<file path="src/rtl/core/rmq_pkg.sv">
// ---------------------------------------------------------------------------
// rmq_pkg: shared types and constants
// Item formats, work item passed from front to back, and fixed widths.
// ---------------------------------------------------------------------------
`default_nettype none

package rmq_pkg;

  localparam int DATA_WIDTH  = 16;
  localparam int FRAC_BITS   = DATA_WIDTH - 2;
  localparam int LIMIT_WIDTH = 14;
  // radicand term t = 1 + diagonal combination, below 7 * 2^F
  localparam int T_WIDTH     = FRAC_BITS + 3;
  // sum or difference of two elements
  localparam int NUM_WIDTH   = DATA_WIDTH + 1;
  localparam int ROOT_WIDTH  = FRAC_BITS + 2;
  // magnitude of an unnormalized component, up to 2 * 2^F - 1
  localparam int COMP_WIDTH  = FRAC_BITS + 1;
  localparam int QUEUE_DEPTH = 4;
  localparam int QPTR_WIDTH  = $clog2(QUEUE_DEPTH);

  typedef enum logic [1:0] {
    TIED_W,
    TIED_X,
    TIED_Y,
    TIED_Z
  } tied_t;

  typedef struct packed {
    logic signed [DATA_WIDTH-1:0] m00;
    logic signed [DATA_WIDTH-1:0] m01;
    logic signed [DATA_WIDTH-1:0] m02;
    logic signed [DATA_WIDTH-1:0] m10;
    logic signed [DATA_WIDTH-1:0] m11;
    logic signed [DATA_WIDTH-1:0] m12;
    logic signed [DATA_WIDTH-1:0] m20;
    logic signed [DATA_WIDTH-1:0] m21;
    logic signed [DATA_WIDTH-1:0] m22;
  } in_item_t;

  typedef struct packed {
    logic signed [DATA_WIDTH-1:0] quat_w;
    logic signed [DATA_WIDTH-1:0] quat_x;
    logic signed [DATA_WIDTH-1:0] quat_y;
    logic signed [DATA_WIDTH-1:0] quat_z;
  } out_item_t;

  // numerators in component order with the tied slot skipped
  typedef struct packed {
    tied_t                       tied;
    logic [T_WIDTH-1:0]          t;
    logic signed [NUM_WIDTH-1:0] num0;
    logic signed [NUM_WIDTH-1:0] num1;
    logic signed [NUM_WIDTH-1:0] num2;
  } work_t;

endpackage

`default_nettype wire

</file>
<file path="src/rtl/core/rmq_fifo.sv">
// ---------------------------------------------------------------------------
// rmq_fifo: work item queue
// Short queue between the front and the arithmetic back end.
// ---------------------------------------------------------------------------
`default_nettype none

module rmq_fifo import rmq_pkg::*; (
  input  logic  clk,
  input  logic  rst_n,
  input  logic  s_valid,
  output logic  s_ready,
  input  work_t s_item,
  output logic  m_valid,
  input  logic  m_ready,
  output work_t m_item
);

  logic [QPTR_WIDTH-1:0] wr_ptr_r;
  logic [QPTR_WIDTH-1:0] rd_ptr_r;
  logic [QPTR_WIDTH:0]   count_r;
  logic [QPTR_WIDTH:0]   count_nxt;
  work_t                 slot_r [QUEUE_DEPTH];
  logic                  push;
  logic                  pop;

  assign s_ready = count_r != (QPTR_WIDTH+1)'(QUEUE_DEPTH);
  assign m_valid = count_r != '0;
  assign m_item  = slot_r[rd_ptr_r];
  assign push    = s_valid && s_ready;
  assign pop     = m_valid && m_ready;

  always_comb begin
    count_nxt = count_r;
    if (push && !pop) begin
      count_nxt = count_r + 1'b1;
    end else if (pop && !push) begin
      count_nxt = count_r - 1'b1;
    end
  end

  always_ff @(posedge clk) begin
    if (!rst_n) begin
      wr_ptr_r <= '0;
      rd_ptr_r <= '0;
      count_r  <= '0;
    end else begin
      count_r <= count_nxt;
      if (push) begin
        wr_ptr_r <= wr_ptr_r + 1'b1;
      end
      if (pop) begin
        rd_ptr_r <= rd_ptr_r + 1'b1;
      end
    end
  end

  always_ff @(posedge clk) begin
    if (push) begin
      slot_r[wr_ptr_r] <= s_item;
    end
  end

endmodule

`default_nettype wire

</file>
<file path="config.mk">
export PLATFORM = sky130hd
export DESIGN_NAME = rmq_fifo
export DESIGN_NICKNAME = d
export VERILOG_FILES = /design/src/rtl/core/rmq_pkg.sv /design/src/rtl/core/rmq_fifo.sv
export SDC_FILE = /design/constraint.sdc
export NUM_CORES = 1
export LEC_CHECK = 0
export ABC_AREA = 0
export BUFFER_PORTS_ARGS = -buffer_cell sky130_fd_sc_hd__buf_4
export CAP_MARGIN = 20
export CORE_MARGIN = 4
export CORE_UTILIZATION = 45
export CTS_CLUSTER_SIZE = 10
export DETAILED_ROUTE_END_ITERATION = 10
export GPL_ROUTABILITY_DRIVEN = 0
export PLACE_DENSITY_LB_ADDON = 0.25
export SLEW_MARGIN = 20
export SYNTH_ARGS = -nofsm -noshare
export SYNTH_HDL_FRONTEND = slang
export SYNTH_SLANG_ARGS = --single-unit
</file>
<file path="constraint.sdc">
create_clock -name clk -period 3.3 [get_ports clk]
set_input_delay 0.66 -clock clk [delete_from_list [all_inputs] [get_ports clk]]
set_output_delay 0.66 -clock clk [all_outputs]
set_load 0.1 [all_outputs]
</file>
=== Yosys cells after proc, flatten, opt, wreduce, memory -nomap -nowiden ===
Memories as Yosys holds them, arrays and structs flattened. A register that Yosys moved wholly into a read port is not among the register bits.
Index checks and enable logic that the tools add are counted.

* Register bits after elaboration: 7
* Bits in writable memories: 280
* Input bits: 74
* Memories: 1
* Logic and storage cells: 23

* Add/sub/neg operators: 4
* Mux-type cells: 6
* Reduce and logical (&&, ||, !) cells: 8
* Equal/unequal tests: 1

{| class="wikitable"
|+ Memory list
! name !! words !! bits a word !! read ports !! clocked after memory_dff !! wr ports !! line !! source
|-
| slot_r || 4 || 70 || 1 || 1 || 1 || rmq_fifo.sv:22 || <nowiki>work_t slot_r [QUEUE_DEPTH];</nowiki>
|}

{| class="wikitable"
|+ Operator list
! kind !! number
|-
| 3-bit two-way mux || 2
|-
| 2-bit by 1-bit adder with 2-bit output, second input constant || 2
|-
| 1-bit logical AND || 4
|-
| 2-bit two-way mux || 2
|-
| 3-bit by 1-bit adder with 3-bit output, second input constant || 1
|-
| 3-bit inequality test, second input constant || 1
|-
| 3-bit nonzero test || 1
|-
| 3-bit by 1-bit subtractor with 3-bit output, second input constant || 1
|-
| 1-bit logical NOT || 2
|-
| 1-bit two-way mux || 2
|-
| 2-bit nonzero test || 1
|}

=== Depth between registers and ports, before layout ===
* Word-level depth: 6
* Mapped depth: 8
* Mapped depth without buffers: 8

=== Worst setup path before layout ===
No wires, ideal clock.

* Path kind: input to register
* Start: input port s_valid
* End: memory slot_r[2][0] (netlist bit) (enable)
* Path buffers: 0
* Path slack: 0.243 ns
* Stages: 2
* Data arrival time: 2.622 ns
* Required time: 2.864 ns
* Setup time: 0.436 ns
* Path through: a21boi_2 -> and2_1

* Word-level cells in the longest chain between the ends: 3

{| class="wikitable"
|+ Ends and longest elaborated chain
! item !! line !! source
|-
| start, declared || rmq_fifo.sv:10 || <nowiki>input logic s_valid,</nowiki>
|-
| 1-bit logical AND || rmq_fifo.sv:29 || <nowiki>assign push = s_valid && s_ready;</nowiki>
|-
| 1-bit two-way mux || rmq_fifo.sv:58 || <nowiki>if (push) begin</nowiki>
|-
| 1-bit two-way mux (implied by the code) || rmq_fifo.sv:59 || <nowiki>slot_r[wr_ptr_r] <= s_item;</nowiki>
|-
| end, declared || rmq_fifo.sv:22 ||
|}

No other way between the ends.

==> reports/results.tsv <==
metric	value	unit
status	finished, final reports clean	
drtAntennaViolNets	0	
ys_seq_elements	289	
area_growth	22.75	%
crit_fanout	22	
drive_above_1_share	45.54	%
post_cts_buffers	0	
grt_pass1_wl	30.01	mm
cp_slowest_cell	dfxtp_4	
grt_max_degree	39	
fin_area	13100	sq um
fin_setup_tns	0	ps
drc_errors	0	
crit_required	2640	ps
via_count	4754	
drtIter0Drc	248	
first_global_vias	5337	
drv_slew	0	
port_buffers	145	
worst-setup-path-type	flop to output port	
min_period	2965	ps
viasPerCell	5.139	
syn_area	10670	sq um
overflow	0	
clock_latency	480	ps
hpwl	11.57	mm
syn_inst	414	
finalHoldViolCount	0	
fin_util	55.97	%
end_kind	output port	
avgSynthCellArea	25.77	sq um
synth_fp_nets	494	
cp.arrival	2300	ps
io_pins	146	
cts_hold_buf	0	
postCtsResizedCells	0	
cpPeakStageDelay	630	ps
start_util	45.59	%
holdPathStages	1	
ys_types	24	
rows	56	
path_delay_family	flip-flops	
wl	19.25	mm
drt_first_pass_iters	4	
nets	672	
worstMarginPinSlew	605.9	ps
post-place-ws	752.7	ps
path_clk_slew	50	ps
clockRootBuffer	clkbuf_16	
grtUsageTotal	14.87	%
register_area	8596	sq um
antennaDiodeCount	0	
finClkSkew	14.62	ps
placed_cell_area	12100	sq um
period_share	89.84	%
path_cells	buf_4 -> mux4_2 -> buf_4	
clock_path_buffers	3	
nFillCells	1792	
fp.dieH	162.0	um
mostFrequentLayoutCells	edfxtp_1, buf_4, mux4_2, clkbuf_16, clkbuf_1	
relSlewSlack	59.61	%
setup_viol	0	
max_freq	337.3	MHz
reg2regPathDepth	8	
cts_sinks	289	
rsz0062_at_grt	false	
dieArea	26240	sq um
setup_ws	335.4	ps
startpoint_type	flop	
core-area	23400	sq um
htree_num_levels	2	
multi_input_area	1887	sq um
die_w	162.0	um
numCtsBuffers	35	
hold_path_class	primary input to flop	
cp_common_cell	buf_4	
wl_per_cell	20.81	um
synth-seq-area-share	80.49	%
synth-warning-count	0	
antenna_found_initial	0	
cp.depth	3	
tritoncts	built	
drv_cap	0	
crit_buf_inv	2	
final_common_cell	edfxtp_1	
routing by layer:
metal  global-route usage [%]  share of wire [%]
met1                    19.49                 41
met3                    4.187                6.6
met4                    3.845                1.7
met2                    24.90                 51
met5                        0                  0
final timing paths:
path / endpoint / slack (ps) / from
worst max-delay path: m_item[42] / 340 / flop
worst min-delay path: slot_r[3][32] / 370 / s_item[32]
worst max register to register: count_r[2] / 860 / count_r[0]
worst min register to register: wr_ptr_r[1] / 520 / wr_ptr_r[1]
flip-flops by register name (all words and copies together), names as in the netlist, named ones only:
| name | cells |
|---|---|
| slot_r | 280 |
| rd_ptr_r | 2 |
| wr_ptr_r | 2 |
| count_r | 3 |
cell families after synthesis:
group	after synthesis	synth area share, %
adders and majority gates	6	0.7739
muxes	73	15.06
and+or+nand+nor	17	0.8560
xor gates and xnor gates	4	0.3284
AOI/OAI and AO/OA	5	0.5746
DFF	289	80.49
buffers and inverters	20	1.923
Yosys cell counts (all sizes together):
| cell type | count | area (sq um) |
|---|---|---|
| or3 | 2 | 12.51 |
| o311ai | 1 | 16.27 |
| buf | 16 | 190.2 |
| dfxtp | 9 | 180.2 |
| o31ai | 1 | 21.27 |
| clkbuf | 1 | 3.750 |
| and2 | 8 | 50.05 |
| xor2 | 1 | 8.760 |
| a21boi | 2 | 18.77 |
| mux4 | 70 | 1577 |
| ha | 5 | 62.56 |
| nor2b | 1 | 6.260 |
| fa | 1 | 20.02 |
| inv | 3 | 11.26 |
| mux2i | 3 | 30.03 |
| o21ai | 1 | 5.000 |
| nand2 | 5 | 18.77 |
| edfxtp | 280 | 8408 |
| xnor2 | 3 | 26.28 |
| nor2 | 1 | 3.750 |
final cells by class:
class | count | area share, %
clock buffer | 49 | 7.489
clock inverter | 2 | 0.09553
inverter | 3 | 0.08598
multi-input combinational | 105 | 14.41
sequential | 289 | 65.63
tap | 319 | 3.047
timing repair buffer | 158 | 9.247
through the flow:
step	std cells	hold slack (ps)
after floorplan	414	467.7
after global placement	874	477.2
after detailed placement	874	513.7
after CTS	925	344.5
after global routing	925	338.9
final	925	369.4
Power is not shown: default switching activity piles up to over one toggle a cycle in this logic, so the estimate is an artifact.
