### config.mk
export PLATFORM = sky130hd
export DESIGN_NAME = rmq_front
export DESIGN_NICKNAME = d
export VERILOG_FILES = /design/src/rtl/core/rmq_pkg.sv /design/src/rtl/core/rmq_front.sv
export SDC_FILE = /design/constraint.sdc
export NUM_CORES = 1
export LEC_CHECK = 0
export ABC_AREA = 1
export CAP_MARGIN = 20
export CORE_MARGIN = 2
export CORE_UTILIZATION = 65
export DETAILED_ROUTE_END_ITERATION = 16
export DONT_BUFFER_PORTS = 1
export GPL_TIMING_DRIVEN = 0
export PLACE_DENSITY = 0.88
export SYNTH_ARGS = -nofsm -noshare
export SYNTH_HDL_FRONTEND = slang
export SYNTH_SLANG_ARGS = --single-unit
### constraint.sdc
create_clock -name clk -period 6.4 [get_ports clk]
set_input_delay 0.64 -clock clk [delete_from_list [all_inputs] [get_ports clk]]
set_output_delay 0.64 -clock clk [all_outputs]
set_load 0.02 [all_outputs]
### src/rtl/core/rmq_pkg.sv
// ---------------------------------------------------------------------------
// rmq_pkg: shared types and constants
// Item formats, work item passed from front to back, and fixed widths.
// ---------------------------------------------------------------------------
`default_nettype none

package rmq_pkg;

  localparam int DATA_WIDTH  = 16;
  localparam int FRAC_BITS   = DATA_WIDTH - 2;
  localparam int LIMIT_WIDTH = 14;
  // radicand term t = 1 + diagonal combination, below 7 * 2^F
  localparam int T_WIDTH     = FRAC_BITS + 3;
  // sum or difference of two elements
  localparam int NUM_WIDTH   = DATA_WIDTH + 1;
  localparam int ROOT_WIDTH  = FRAC_BITS + 2;
  // magnitude of an unnormalized component, up to 2 * 2^F - 1
  localparam int COMP_WIDTH  = FRAC_BITS + 1;
  localparam int QUEUE_DEPTH = 4;
  localparam int QPTR_WIDTH  = $clog2(QUEUE_DEPTH);

  typedef enum logic [1:0] {
    TIED_W,
    TIED_X,
    TIED_Y,
    TIED_Z
  } tied_t;

  typedef struct packed {
    logic signed [DATA_WIDTH-1:0] m00;
    logic signed [DATA_WIDTH-1:0] m01;
    logic signed [DATA_WIDTH-1:0] m02;
    logic signed [DATA_WIDTH-1:0] m10;
    logic signed [DATA_WIDTH-1:0] m11;
    logic signed [DATA_WIDTH-1:0] m12;
    logic signed [DATA_WIDTH-1:0] m20;
    logic signed [DATA_WIDTH-1:0] m21;
    logic signed [DATA_WIDTH-1:0] m22;
  } in_item_t;

  typedef struct packed {
    logic signed [DATA_WIDTH-1:0] quat_w;
    logic signed [DATA_WIDTH-1:0] quat_x;
    logic signed [DATA_WIDTH-1:0] quat_y;
    logic signed [DATA_WIDTH-1:0] quat_z;
  } out_item_t;

  // numerators in component order with the tied slot skipped
  typedef struct packed {
    tied_t                       tied;
    logic [T_WIDTH-1:0]          t;
    logic signed [NUM_WIDTH-1:0] num0;
    logic signed [NUM_WIDTH-1:0] num1;
    logic signed [NUM_WIDTH-1:0] num2;
  } work_t;

endpackage

`default_nettype wire

### src/rtl/core/rmq_front.sv
// ---------------------------------------------------------------------------
// rmq_front: matrix intake and branch selection
// Picks the trace or diagonal branch, forms t and the three numerators.
// ---------------------------------------------------------------------------
`default_nettype none

module rmq_front import rmq_pkg::*; (
  input  logic     clk,
  input  logic     rst_n,
  input  logic     in_valid,
  output logic     in_ready,
  input  in_item_t in_item,
  output logic     wk_valid,
  input  logic     wk_ready,
  output work_t    wk_item
);

  localparam int TS = DATA_WIDTH + 3;

  logic                      wk_valid_r;
  work_t                     wk_r;
  work_t                     wk_nxt;
  logic signed [TS-1:0]      one_q;
  logic signed [TS-1:0]      e00, e11, e22;
  logic signed [TS-1:0]      trace;
  logic signed [TS-1:0]      t_full;
  logic signed [NUM_WIDTH-1:0] d21m12, d02m20, d10m01, s10p01, s02p20, s21p12;

  always_comb begin
    one_q  = TS'(1) <<< FRAC_BITS;
    e00    = TS'(in_item.m00);
    e11    = TS'(in_item.m11);
    e22    = TS'(in_item.m22);
    trace  = e00 + e11 + e22;
    d21m12 = NUM_WIDTH'(in_item.m21) - NUM_WIDTH'(in_item.m12);
    d02m20 = NUM_WIDTH'(in_item.m02) - NUM_WIDTH'(in_item.m20);
    d10m01 = NUM_WIDTH'(in_item.m10) - NUM_WIDTH'(in_item.m01);
    s10p01 = NUM_WIDTH'(in_item.m10) + NUM_WIDTH'(in_item.m01);
    s02p20 = NUM_WIDTH'(in_item.m02) + NUM_WIDTH'(in_item.m20);
    s21p12 = NUM_WIDTH'(in_item.m21) + NUM_WIDTH'(in_item.m12);
    wk_nxt = '0;
    if (trace > 0) begin
      wk_nxt.tied = TIED_W;
      t_full      = trace + one_q;
      wk_nxt.num0 = d21m12;
      wk_nxt.num1 = d02m20;
      wk_nxt.num2 = d10m01;
    end else if (in_item.m00 > in_item.m11 && in_item.m00 > in_item.m22) begin
      wk_nxt.tied = TIED_X;
      t_full      = one_q + e00 - e11 - e22;
      wk_nxt.num0 = d21m12;
      wk_nxt.num1 = s10p01;
      wk_nxt.num2 = s02p20;
    end else if (in_item.m11 > in_item.m22) begin
      wk_nxt.tied = TIED_Y;
      t_full      = one_q + e11 - e00 - e22;
      wk_nxt.num0 = d02m20;
      wk_nxt.num1 = s10p01;
      wk_nxt.num2 = s21p12;
    end else begin
      wk_nxt.tied = TIED_Z;
      t_full      = one_q + e22 - e00 - e11;
      wk_nxt.num0 = d10m01;
      wk_nxt.num1 = s02p20;
      wk_nxt.num2 = s21p12;
    end
    // a negative radicand only comes from a matrix that is no rotation
    wk_nxt.t = t_full[TS-1] ? '0 : T_WIDTH'(t_full);
  end

  assign in_ready = !wk_valid_r || wk_ready;

  always_ff @(posedge clk) begin
    if (!rst_n) begin
      wk_valid_r <= 1'b0;
    end else if (in_ready) begin
      wk_valid_r <= in_valid;
    end
  end

  always_ff @(posedge clk) begin
    if (in_ready && in_valid) begin
      wk_r <= wk_nxt;
    end
  end

  assign wk_valid = wk_valid_r;
  assign wk_item  = wk_r;

endmodule

`default_nettype wire

# Yosys cells after proc, flatten, opt, wreduce, memory -nomap -nowiden
# Index checks and enable logic that the tools add are counted.
word_totals:
  regBits: 71
  in_bits: 148
  elab_cells: 42
classes:
  add_sub_neg: 18
  order_cmp: 4
  muxes: 8
  reduce_logical: 5
op_table:
  columns: ["op", "count"]
  rows:
  - ["51-bit 2-to-1 mux", 3]
  - ["16-bit by 16-bit adder with 17-bit output", 4]
  - ["19-bit 2-to-1 mux", 3]
  - ["18-bit by 16-bit subtractor with 19-bit output", 3]
  - ["17-bit by 16-bit subtractor with 18-bit output", 3]
  - ["16-bit by 16-bit adder with 17-bit output (first input constant)", 3]
  - ["16-bit by 16-bit subtractor with 17-bit output", 3]
  - ["16-bit greater-than comparator", 3]
  - ["18-bit by 16-bit adder with 19-bit output (second input constant)", 1]
  - ["17-bit by 16-bit adder with 18-bit output", 1]
  - ["18-bit by 1-bit greater-than comparator with 1-bit output (second input constant)", 1]
  - ["1-bit logical AND", 2]
  - ["1-bit 2-to-1 mux", 2]
  - ["2-bit OR reduction", 1]
  - ["1-bit logical NOT", 1]
  - ["1-bit logical OR", 1]

# Longest topological paths before layout
logic_depth:
  depth_word: 6
  depth_mapped: 30
  depth_no_buf: 29

# Least setup slack after synthesis
# OpenSTA, ideal clock, no wires.
synth_path:
  path_kind: "input port to flip-flop"
  from: "input port in_valid"
  to: "register wk_r (netlist bit wk_item[0]) (enable)"
  setup_ps: 521
  arrival_time_ps: 4072
  setup_slack_ps: 1807
  cell_stages: 2
  n_path_buf: 0
  path_cell_list: "inv_1 -> a21oi_1"
synth_between:
  elab_chain_len: 1
synth_lines:
  columns: ["element", "line", "text"]
  rows:
  - ["start: declaration", "rmq_front.sv:10", "input logic in_valid,"]
  - ["1-bit logical AND", "rmq_front.sv:82", "if (in_ready && in_valid) begin"]
  - ["end signal: assignment", "rmq_front.sv:83", "wk_r <= wk_nxt;"]
  - ["end: declaration", "rmq_front.sv:21", "work_t wk_r;"]
# Every way passes these cells.
# A chain may end at the register's enable or synchronous reset.

==> flow_summary.ini <==
[worst_hold_path]
min-delay-start = rst_n
whs_endpoint = wk_valid
hold_path.class = in -> reg
min_path_cells = 1

[worst_setup_path]
cp.required_ns = 6.43
r2r_cells = 3
worstReg2RegEnd = wk_item[24]
reg2reg_setup_slack_ns = 4.66
critPathMaxStageDelay_ns = 0.61
crit_family = simple AND/OR/NAND/NOR gates
worstSetupPathType = in -> reg
critPathMaxFanout = 10
crit_arrival_ns = 5.07
path_common_cell = nand2_1
start_kind = input port
cp-end-kind = register
cp_slowest_cell = fa_1
path_buf_inv = 5
r2r-start = wk_valid

[synthesis]
synth_ff_type = edfxtp_1
postSynthCellCount = 2376
ys_ff_latch = 71
ys_warn_count = 0
syn_area_sq_um = 16300
synth-edff-count = 70
syn_avg_cell_area_sq_um = 6.87
synth_common_cells = nand2_1, inv_1, ha_1, nor2_1, nand3_1
yosys-top-cells-area = ha_1, nand2_1, edfxtp_1, fa_1, inv_1
synth_cell_types = 48
synth_top_cell_by_area = ha_1
syn_nets = 2894
yosysSeqAreaShare = 0.130
synth_most_common_cell = nand2_1
synth_top_area_frac = 0.224
synth_async_sr_flop_share = 0

[pwr]
p_comb_frac = 0.646
p_sw_frac = 0.541
leakagePower_nw = 9.41
vdd_drop_max_mv = 0.143
pwr-share-clk = 0.126
internal_power_w = 0.00180
powerDensity_nw_per_um2 = 230
seqPwrFrac = 0.228
p_sw_w = 0.00213

[placed_design]
placed_cell_area_sq_um = 16800
port_buffers = 0
place_inst = 2702
dp_hpwl_um = 42500
gp_congestion = 0.985

[outcome]
outcome = completed

[drt]
antenna_left = 0
wl_per_cell_um = 18.4
vias = 15800
routed_wirelength_um = 49900
first_pass_iters = 6
drc = 0
drt-initial-drc-count = 1957
vias_per_cell = 5.82

[clock_network]
clk_pin_slew_ns = 0.06
cts_hold_buffers = 0
cts_tree = built
clock_path_buffers = 2
cts_sinks = 71
cts_root_buffer = clkbuf_16
cts_buffers = 9
clock_latency_ns = 0.34
post_cts_buffers = 0
h-tree-depth = 3
ctsResizeCount = 0

[sta]
rsz0062_at_grt = false
finalSetupTns_ns = 0
final_max_slew_viol_count = 0
max_freq_mhz = 198
skew_ns = 0.00586
fin_crit_sh = 0.788
slew_headroom = 0.507
hold_viol = 0
worst_slew_pin_slew_ns = 0.733
layout_min_cycle_time_ns = 5.04
finalSetupViolations = 0

[final_layout]
antenna_cells = 0
stdcell_area_sq_um = 17100
fillers = 2137
layoutNonFillerInstCount = 2719
drive_gt1_frac = 0.0326
nNetsFinal = 2908
area.growth.synth_to_final_pct = 4.58

[floorplanning]
fp.coreArea_sq_um = 24500
dieArea_sq_um = 26400
ios = 220
die_h_um = 162
rows = 57
die_x_um = 162
start_util = 0.667

[global_routing]
grt.total_usage = 0.373
first_global_vias = 14900
grt_max_degree = 33
antenna_found_initial = 0
grt_pass1_wl_um = 77500
grt-ovfl-total = 0

[flow_run]
cap_violations = 0
-- power by group through the flow --
| stage | Sequential (W) | Clock, W | Combinational [W] |
|---|---|---|---|
| CTS | 0.000894 | 0.000491 | 0.00245 |
| global placement | 0.000908 | 0 | 0.00237 |
| global route | 0.000903 | 0.000505 | 0.00281 |
| finish | 0.000897 | 0.000495 | 0.00254 |
| floorplan | 0.000866 | 0 | 0.00178 |
| detailed placement | 0.000903 | 0 | 0.00243 |
-- routing by layer --
layer,part of all wire,global-route usage,vias up
met1,0.44,0.539,7262
met2,0.41,0.554,896
met5,0,0,-
li1,-,-,7595
met4,0.026,0.0921,0
met3,0.13,0.0975,83
-- registers in the layout (all words and copies together) (netlist names) --
signal	cells
wk_item	70
wk_valid	1
-- cell usage in the layout (no fill, tap or decap), types with 2 or more instances in the layout --
master	n
nor4_1	6
mux2i_1	6
clkinvlp_4	3
xnor2_1	14
buf_4	6
o21a_1	3
nor3_1	22
a221oi_1	2
o21ai_0	130
nand3b_1	9
buf_12	2
a21oi_1	145
o21bai_1	17
nand2_1	628
edfxtp_1	70
or2_1	2
a21o_1	21
buf_6	4
clkbuf_16	9
nand3_1	147
nand2_2	9
clkbuf_1	33
inv_2	8
buf_2	16
nand4_1	25
nor2_1	158
fa_1	78
a31oi_1	11
xor2_1	98
inv_1	376
nor2_2	2
o31ai_1	6
a21boi_0	3
o21ai_1	4
or2_2	6
o211ai_1	4
inv_6	3
ha_1	292
-- per-stage QoR --
step	hold WS [ns]	worst slack [ns]	total power (W)	utilization
CTS	0.454	1.47	0.00383	0.697
global placement	0.758	0.572	0.00328	0.683
floorplan	0.729	1.81	0.00265	-
finish	0.452	1.36	0.00393	0.697
global route	0.459	0.945	0.00422	0.697
detailed placement	0.810	1.15	0.00333	0.686
-- cells by family (layout without fill, tap and decap cells) --
group / after synthesis / count (layout) / share of synthesized area
AO/OA/AOI/OAI: 353 / 353 / 0.119
multiplexers: 6 / 6 / 0.00368
buffers and inverters: 444 / 463 / 0.107
AND/OR/NAND/NOR: 1020 / 1020 / 0.261
adder cells (fa/ha/maj): 370 / 370 / 0.320
XOR/XNOR: 112 / 112 / 0.0601
flip-flops: 71 / 71 / 0.130
-- cell type report --
type                    count  area (sq um)  area share
clock inverters             7          60.1     0.00352
well taps                 324           405      0.0238
flip-flops and latches     71          2120       0.124
inverters                 385          1450      0.0847
plain buffers              59           294      0.0172
clock buffers               9           225      0.0132
repair buffers              3          45.0     0.00264
multi-input cells        1861         12500       0.731
-- worst max-delay path by stage --
| stage | startpoint | slack (ns) | endpoint | cells past startpoint |
|---|---|---|---|---|
| 3_5_place_dp | in_item[8] | 1.15 | wk_item[18] | 26 |
| 4_1_cts | in_item[8] | 1.47 | wk_item[18] | 26 |
| 3_3_place_gp | in_valid | 0.57 | wk_item[67] | 2 |
| 5_1_grt | in_item[8] | 0.94 | wk_item[18] | 26 |
| 6_report | in_item[8] | 1.36 | wk_item[18] | 26 |
| 2_1_floorplan | in_valid | 1.81 | wk_item[0] | 2 |
(Power assumes the default switching activity.)
